===== src/hw/rtl/bsfs_pkg.sv =====
// ----------------------------------------------------------------------------
// bsfs_pkg: shared types and constants of the byte stuffing frame sender
// Holds the marker byte, the queue geometry and the command entry that
// travels from the front end to the back end.
// ----------------------------------------------------------------------------
`default_nettype none

package bsfs_pkg;

	localparam logic [7:0] MARK_BYTE = 8'h7F;

	// command queue between front end and back end
	localparam int Q_DEPTH = 2;
	localparam int Q_AW    = (Q_DEPTH > 1) ? $clog2(Q_DEPTH) : 1;
	localparam int Q_CW    = $clog2(Q_DEPTH + 1);

	// one bit per possible line beat of a command, in send order
	localparam int B_MARK  = 0;
	localparam int B_DDUP  = 1;
	localparam int B_DATA  = 2;
	localparam int B_CDUP  = 3;
	localparam int B_CSUM  = 4;
	localparam int B_COUNT = 5;

	typedef logic [B_COUNT-1:0] beat_mask_t;

	// classified input byte
	typedef struct packed {
		logic       open;   // frame opens here: send start marker first
		logic       last;   // frame closes here: send checksum after data
		logic [7:0] data;
		logic [7:0] csum;   // frame checksum, valid when last is set
	} cmd_t;

	// queue status seen by the two ends
	typedef struct packed {
		logic full;
		logic valid;
	} q_stat_t;

endpackage

`default_nettype wire


===== src/hw/rtl/byte_stuffing_frame_sender.sv =====
// ----------------------------------------------------------------------------
// byte_stuffing_frame_sender: framed byte sender with 0x7F stuffing and XOR
// checksum
// Turns a stream of frame bytes into the byte sequence for a serial line.
// ----------------------------------------------------------------------------
// Feed the bytes of one frame on the slave stream, length byte first, with
// s_tlast on the final byte. Before the first byte of a frame the block sends
// a 0x7F start marker; every data byte equal to 0x7F goes out twice; after the
// final byte the XOR of all the frame's bytes follows, stuffed the same way.
// Each input beat yields 1 to 5 output beats: m_tlast marks the last output
// beat caused by an input beat, and m_tuser marks the final beat of a frame
// (the last checksum beat). The output side sends one beat per cycle while
// m_tready is high, and a byte produces one beat if plain, two if stuffed,
// plus one for the marker and one or two for the checksum; the sequencer
// emitting those beats sets the sustained rate. A two-entry command queue
// sits between input and output, so the slave side keeps taking one beat per
// cycle while the queue has room, even while the output register holds a
// beat that has not been taken. The first output beat of an input byte goes
// through a queue entry and then the output register. No frame length check
// is made: the frame ends only at s_tlast.
// ----------------------------------------------------------------------------
`default_nettype none

module byte_stuffing_frame_sender (
	input  wire        clk,
	input  wire        arst_n,
	input  wire        s_tvalid,
	output logic       s_tready,
	input  wire  [7:0] s_tdata,   // [7:0] data_byte
	input  wire        s_tlast,   // frame_last
	output logic       m_tvalid,
	input  wire        m_tready,
	output logic [7:0] m_tdata,   // [7:0] line_byte
	output logic       m_tlast,   // run_last
	output logic       m_tuser    // frame_end
);
	import bsfs_pkg::*;

	q_stat_t q_stat;
	cmd_t    push_cmd;
	cmd_t    head;
	logic    push;
	logic    pop;

	// classify input bytes and keep the frame checksum
	bsfs_front u_front (
		.clk      (clk),
		.arst_n   (arst_n),
		.s_tvalid (s_tvalid),
		.s_tready (s_tready),
		.s_tdata  (s_tdata),
		.s_tlast  (s_tlast),
		.q_stat   (q_stat),
		.push     (push),
		.push_cmd (push_cmd)
	);

	// hold commands so input and output stall independently
	bsfs_queue u_queue (
		.clk      (clk),
		.arst_n   (arst_n),
		.push     (push),
		.push_cmd (push_cmd),
		.pop      (pop),
		.head     (head),
		.q_stat   (q_stat)
	);

	// expand each command into line beats
	bsfs_back u_back (
		.clk      (clk),
		.arst_n   (arst_n),
		.head     (head),
		.q_stat   (q_stat),
		.pop      (pop),
		.m_tvalid (m_tvalid),
		.m_tready (m_tready),
		.m_tdata  (m_tdata),
		.m_tlast  (m_tlast),
		.m_tuser  (m_tuser)
	);

endmodule

`default_nettype wire


===== src/hw/rtl/bsfs_front.sv =====
// ----------------------------------------------------------------------------
// bsfs_front: input classifier
// Accepts frame bytes, tracks frame state and running XOR, and builds one
// command entry per byte.
// ----------------------------------------------------------------------------
`default_nettype none

module bsfs_front (
	input  wire              clk,
	input  wire              arst_n,
	input  wire              s_tvalid,
	output logic             s_tready,
	input  wire  [7:0]       s_tdata,   // [7:0] data_byte
	input  wire              s_tlast,   // frame_last
	input  bsfs_pkg::q_stat_t q_stat,
	output logic             push,
	output bsfs_pkg::cmd_t   push_cmd
);
	import bsfs_pkg::*;

	logic [7:0] running_xor_q;
	logic       frame_open_q;
	logic [7:0] xor_next;

	assign s_tready = !q_stat.full;
	assign push     = s_tvalid && s_tready;

	// a new frame restarts the checksum from this byte
	assign xor_next = (frame_open_q ? running_xor_q : 8'h00) ^ s_tdata;

	always_comb begin
		push_cmd.open = !frame_open_q;
		push_cmd.last = s_tlast;
		push_cmd.data = s_tdata;
		push_cmd.csum = xor_next;
	end

	always_ff @(posedge clk or negedge arst_n) begin
		if (!arst_n) begin
			running_xor_q <= 8'h00;
			frame_open_q  <= 1'b0;
		end else if (push) begin
			if (s_tlast) begin
				running_xor_q <= 8'h00;
				frame_open_q  <= 1'b0;
			end else begin
				running_xor_q <= xor_next;
				frame_open_q  <= 1'b1;
			end
		end
	end

	closed_clears_xor: assert property (@(posedge clk) disable iff (!arst_n)
		!frame_open_q |-> running_xor_q == 8'h00)
		else $error("checksum not cleared while no frame is open");

endmodule

`default_nettype wire


===== src/hw/rtl/bsfs_queue.sv =====
// ----------------------------------------------------------------------------
// bsfs_queue: command queue
// Short register queue that decouples the front end from the back end.
// ----------------------------------------------------------------------------
`default_nettype none

module bsfs_queue (
	input  wire               clk,
	input  wire               arst_n,
	input  wire               push,
	input  bsfs_pkg::cmd_t    push_cmd,
	input  wire               pop,
	output bsfs_pkg::cmd_t    head,
	output bsfs_pkg::q_stat_t q_stat
);
	import bsfs_pkg::*;

	cmd_t            mem_q [Q_DEPTH];
	logic [Q_AW-1:0] wr_ptr_q;
	logic [Q_AW-1:0] rd_ptr_q;
	logic [Q_CW-1:0] count_q;

	function automatic logic [Q_AW-1:0] ptr_inc(input logic [Q_AW-1:0] p);
		ptr_inc = (p == Q_AW'(Q_DEPTH - 1)) ? '0 : p + Q_AW'(1);
	endfunction

	assign q_stat.full  = (count_q == Q_CW'(Q_DEPTH));
	assign q_stat.valid = (count_q != '0);
	assign head         = mem_q[rd_ptr_q];

	always_ff @(posedge clk) begin
		if (push) begin
			mem_q[wr_ptr_q] <= push_cmd;
		end
	end

	always_ff @(posedge clk or negedge arst_n) begin
		if (!arst_n) begin
			wr_ptr_q <= '0;
			rd_ptr_q <= '0;
			count_q  <= '0;
		end else begin
			if (push) begin
				wr_ptr_q <= ptr_inc(wr_ptr_q);
			end
			if (pop) begin
				rd_ptr_q <= ptr_inc(rd_ptr_q);
			end
			if (push && !pop) begin
				count_q <= count_q + Q_CW'(1);
			end else if (pop && !push) begin
				count_q <= count_q - Q_CW'(1);
			end
		end
	end

	no_overflow: assert property (@(posedge clk) disable iff (!arst_n)
		!(push && q_stat.full && !pop))
		else $error("push into full command queue");

	no_underflow: assert property (@(posedge clk) disable iff (!arst_n)
		pop |-> q_stat.valid)
		else $error("pop from empty command queue");

endmodule

`default_nettype wire


===== src/hw/rtl/bsfs_back.sv =====
// ----------------------------------------------------------------------------
// bsfs_back: line beat sequencer
// Expands the head command into its marker, data, stuffing and checksum
// beats, one per cycle while the output is not stalled, into a registered output stage.
// ----------------------------------------------------------------------------
`default_nettype none

module bsfs_back (
	input  wire               clk,
	input  wire               arst_n,
	input  bsfs_pkg::cmd_t    head,
	input  bsfs_pkg::q_stat_t q_stat,
	output logic              pop,
	output logic              m_tvalid,
	input  wire               m_tready,
	output logic [7:0]        m_tdata,   // [7:0] line_byte
	output logic              m_tlast,   // run_last
	output logic              m_tuser    // frame_end
);
	import bsfs_pkg::*;

	beat_mask_t mask_q;
	logic       busy_q;
	logic       m_tvalid_q;
	logic [7:0] m_tdata_q;
	logic       m_tlast_q;
	logic       m_tuser_q;

	beat_mask_t fresh_mask;
	beat_mask_t cur_mask;
	beat_mask_t low_bit;
	beat_mask_t rem_mask;
	logic       load;
	logic [7:0] beat_byte;

	always_comb begin
		fresh_mask         = '0;
		fresh_mask[B_MARK] = head.open;
		fresh_mask[B_DDUP] = (head.data == MARK_BYTE);
		fresh_mask[B_DATA] = 1'b1;
		fresh_mask[B_CDUP] = head.last && (head.csum == MARK_BYTE);
		fresh_mask[B_CSUM] = head.last;
	end

	// beats still owed by the head command; take the earliest one
	assign cur_mask = busy_q ? mask_q : fresh_mask;
	assign low_bit  = cur_mask & (~cur_mask + beat_mask_t'(1));
	assign rem_mask = cur_mask & ~low_bit;

	assign load = q_stat.valid && (!m_tvalid_q || m_tready);
	assign pop  = load && (rem_mask == '0);

	always_comb begin
		priority if (low_bit[B_MARK]) begin
			beat_byte = MARK_BYTE;
		end else if (low_bit[B_DDUP] || low_bit[B_DATA]) begin
			beat_byte = head.data;
		end else begin
			beat_byte = head.csum;
		end
	end

	always_ff @(posedge clk or negedge arst_n) begin
		if (!arst_n) begin
			busy_q     <= 1'b0;
			mask_q     <= '0;
			m_tvalid_q <= 1'b0;
		end else begin
			if (load) begin
				busy_q     <= (rem_mask != '0);
				mask_q     <= rem_mask;
				m_tvalid_q <= 1'b1;
			end else if (m_tready) begin
				m_tvalid_q <= 1'b0;
			end
		end
	end

	always_ff @(posedge clk) begin
		if (load) begin
			m_tdata_q <= beat_byte;
			m_tlast_q <= (rem_mask == '0);
			m_tuser_q <= low_bit[B_CSUM];
		end
	end

	assign m_tvalid = m_tvalid_q;
	assign m_tdata  = m_tdata_q;
	assign m_tlast  = m_tlast_q;
	assign m_tuser  = m_tuser_q;

	frame_end_closes_run: assert property (@(posedge clk) disable iff (!arst_n)
		m_tvalid && m_tuser |-> m_tlast)
		else $error("frame end beat is not the last beat of its byte");

	busy_has_head: assert property (@(posedge clk) disable iff (!arst_n)
		busy_q |-> q_stat.valid && mask_q != '0)
		else $error("sequencer busy without a pending command");

	busy_never_marks: assert property (@(posedge clk) disable iff (!arst_n)
		busy_q |-> !mask_q[B_MARK])
		else $error("start marker owed after first beat of a command");

endmodule

`default_nettype wire

===== config.mk =====
export PLATFORM = sky130hd
export DESIGN_NAME = byte_stuffing_frame_sender
export DESIGN_NICKNAME = d
export VERILOG_FILES = /design/src/hw/rtl/bsfs_pkg.sv /design/src/hw/rtl/byte_stuffing_frame_sender.sv /design/src/hw/rtl/bsfs_front.sv /design/src/hw/rtl/bsfs_queue.sv /design/src/hw/rtl/bsfs_back.sv
export SDC_FILE = /design/constraint.sdc
export NUM_CORES = 1
export LEC_CHECK = 0
export ABC_AREA = 1
export CAP_MARGIN = 20
export CORE_UTILIZATION = 27
export CTS_BUF_LIST = sky130_fd_sc_hd__clkbuf_8 sky130_fd_sc_hd__clkbuf_16
export DETAILED_ROUTE_END_ITERATION = 8
export DONT_BUFFER_PORTS = 1
export PLACE_DENSITY_LB_ADDON = 0.3
export SETUP_SLACK_MARGIN = 0.4
export SYNTH_ARGS = -nofsm -noshare
export SYNTH_HDL_FRONTEND = slang
export SYNTH_SLANG_ARGS = --single-unit

===== constraint.sdc =====
create_clock -name clk -period 5.9 [get_ports clk]
set_input_delay 1.18 -clock clk [delete_from_list [all_inputs] [get_ports clk]]
set_output_delay 1.18 -clock clk [all_outputs]
set_load 0.01 [all_outputs]

==> reports/qor.yml <==
worstSetupPathType: "reg2reg"
clock_latency_ns: 0.34
grt_antenna_before_repair: 0
critPathRequiredTime_ns: 6.13
drive_gt1_share_pct: 8.088
setup_viol: 0
endpoint_kind: "flip-flop"
syn_area_mm2: 0.002746
route.detailed.drc: 0
power.internal_mw: 1.007
power.net_switching_mw: 0.5883
cp.arrival_ns: 2.93
die_x_um: 102.9
finalNetCount: 281
diodes: 0
cts_tree: "yes"
synth_nets: 275
crit_path_max_fanout: 22
hold_class: "reg2reg"
leakage_nw: 1.284
irDropWorstVdd_v: 0.0001161
final_cells: 405
grt_pass1_vias: 1741
pwr-share-seq_pct: 50.2
ys_types: 23
yosysMostFrequentCell: "nand2_1"
fin_skew_ns: 0.01184
yosysTopAreaCell: "edfxtp_1"
max_freq_mhz: 371.2
drv_slew: 0
coreArea_mm2: 0.009819
syn-instance-count: 261
vias: 1706
grt_pass1_wl_mm: 8.445
ys_top_cells_by_count: "nand2_1 (86), edfxtp_1 (46), inv_1 (28)"
dpl.hpwl_mm: 3.627
clk_pin_slew_ns: 0.07
setup_ws_ns: 3.206
pin_count: 25
clockBufferDepth: 2
ff_latch_area_mm2: 0.001857
whs_ns: 0.4917
grt_overflow: 0
dp_slack_ns: 2.894
holdPathStages: 2
worst_pin_slew_ns: 0.7360
finalCritPeriodShare_pct: 45.66
cts_resized: 0
grt_use_total_pct: 11.45
wirelength_mm: 5.192
antenna_left: 0
drv_cap: 0
p_total_mw: 1.595
switching_share_pct: 36.89
tns_ns: 0
synth_ff_type: "edfxtp_1"
grt_setup_unrepaired: "false"
clock-root-buffer: "clkbuf_8"
area_delta_synth_final_pct: 11.30
multi_input_area_um2: 728.2
cp-start-kind: "flip-flop"
combPwrFrac_pct: 28.9
port_buffers: 0
initial_utilization_pct: 27.97
hold_violations: 0
status: "complete, no violations"
max-slew-margin-rel_pct: 50.93
synth.area.top_cells: "edfxtp_1 (50%), dfrtp_1 (17%), nand2_1 (12%)"
grt_start_max_net_pins: 23
yosysWarnings: 0
power_density_mw_per_mm2: 521.7
gp_congestion: 0.7290
postCtsSetupRepairBufs: 0
r2r_cells: 13
ctsHoldBuffers: 0
htreeDepth: 3
clkPwrFrac_pct: 20.9
post-place-cells: 389
dieArea_mm2: 0.01058
clock-sinks: 65
ys_async_sr_fraction_pct: 29.23
synth_top_area_share_pct: 50.30
synth.ff_latch_count: 65
first_pass_iters: 4
seq_area_frac_synth_pct: 67.61
synth_edf_count: 46
routedWlPerCell_um: 12.82
avgSynthCellArea_um2: 10.52
cts_buffers: 9
fp.dieH_um: 102.9
min_period_ns: 2.694
nFillCells: 1040
via_per_inst: 4.212
core.rowCount: 36
drt_iter0_markers: 81
[per-stage QoR]
| stage | instance area, µm² | utilization (%) |
|---|---|---|
| floorplan | 2746 | - |
| global placement | 2883 | 29.36 |
| detailed placement | 2883 | 29.36 |
| CTS | 3057 | 31.13 |
| global route | 3057 | 31.13 |
| finish | 3057 | 31.13 |
[power by group through the flow]
stage	logic [mW]	clock network, mW	registers (mW)
floorplan	0.400	0	0.763
global placement	0.460	0	0.810
detailed placement	0.468	0	0.814
CTS	0.469	0.340	0.805
global route	0.538	0.356	0.821
finish	0.461	0.333	0.801
[cell families after synthesis]
group                      Yosys count  synth area share, %
AOI/OAI and AO/OA                   28                5.421
buffers and inverters               38                5.877
and+or+nand+nor                    119                17.45
adders and majority gates            1               0.4555
xor gates and xnor gates            10                3.189
DFF                                 65                67.61
[metal layers]
layer	up-vias	GRT usage, %	part of all wire, %
met4	0	6.501	1.8
met5	-	0	0
met2	42	18.31	48
met1	797	12.40	43
met3	8	5.627	7.3
li1	859	-	-
[critical path, stage by stage (launching register included)]
cell,delay [ns]
dfrtp_1,0.82
inv_2,0.31
nand2_1,0.16
nand2_1,0.08
nand2_1,0.07
nor2_1,0.05
nand3_2,0.10
nand3_1,0.07
nand2_1,0.12
nand4_1,0.13
ha_1,0.34
a21oi_1,0.12
o21ai_0,0.11
xnor2_1,0.13
[layout by cell type (no fill, tap or decap), types with 3 or more instances in the layout]
cell and n:
inv_1 31, xor2_1 8, o22ai_1 3, dfrtp_1 19
a21oi_1 3, o21ai_0 18, clkbuf_8 11, nand2_1 86
nor2_1 21, edfxtp_1 46, nand3_1 4, a31oi_1 4
[registers in the layout, indices dropped and copies added, names as in the netlist]
name                   count
u_queue.mem_q             36
u_back.m_tdata             8
u_front.running_xor_q      8
u_back.mask_q              4
u_queue.count_q            2
u_back.busy_q              1
u_back.m_tlast             1
u_back.m_tuser             1
u_back.m_tvalid            1
u_front.frame_open_q       1
u_queue.rd_ptr_q           1
u_queue.wr_ptr_q           1
[layout make-up]
class                   count  area share [%]
repair buffers              2          0.4912
clock buffers              11           4.953
inverters                  31           3.807
flip-flops and latches     65           60.74
clock inverters             5          0.7368
multi-input cells         158           23.82
well taps                 133           5.444
[worst paths after layout]
check                                           end                     start  slack [ns]
max in group asynchronous  u_front.running_xor_q[7]                    arst_n        5.29
min                        u_front.running_xor_q[0]  u_front.running_xor_q[0]        0.49
max                              u_queue.count_q[1]          u_queue.rd_ptr_q        3.21
min in group asynchronous          u_back.mask_q[2]                    arst_n        0.52
max reg2reg                      u_queue.count_q[1]          u_queue.rd_ptr_q        3.21
min reg2reg                u_front.running_xor_q[0]  u_front.running_xor_q[0]        0.49
Note: power is estimated with default switching activity, not from simulation.
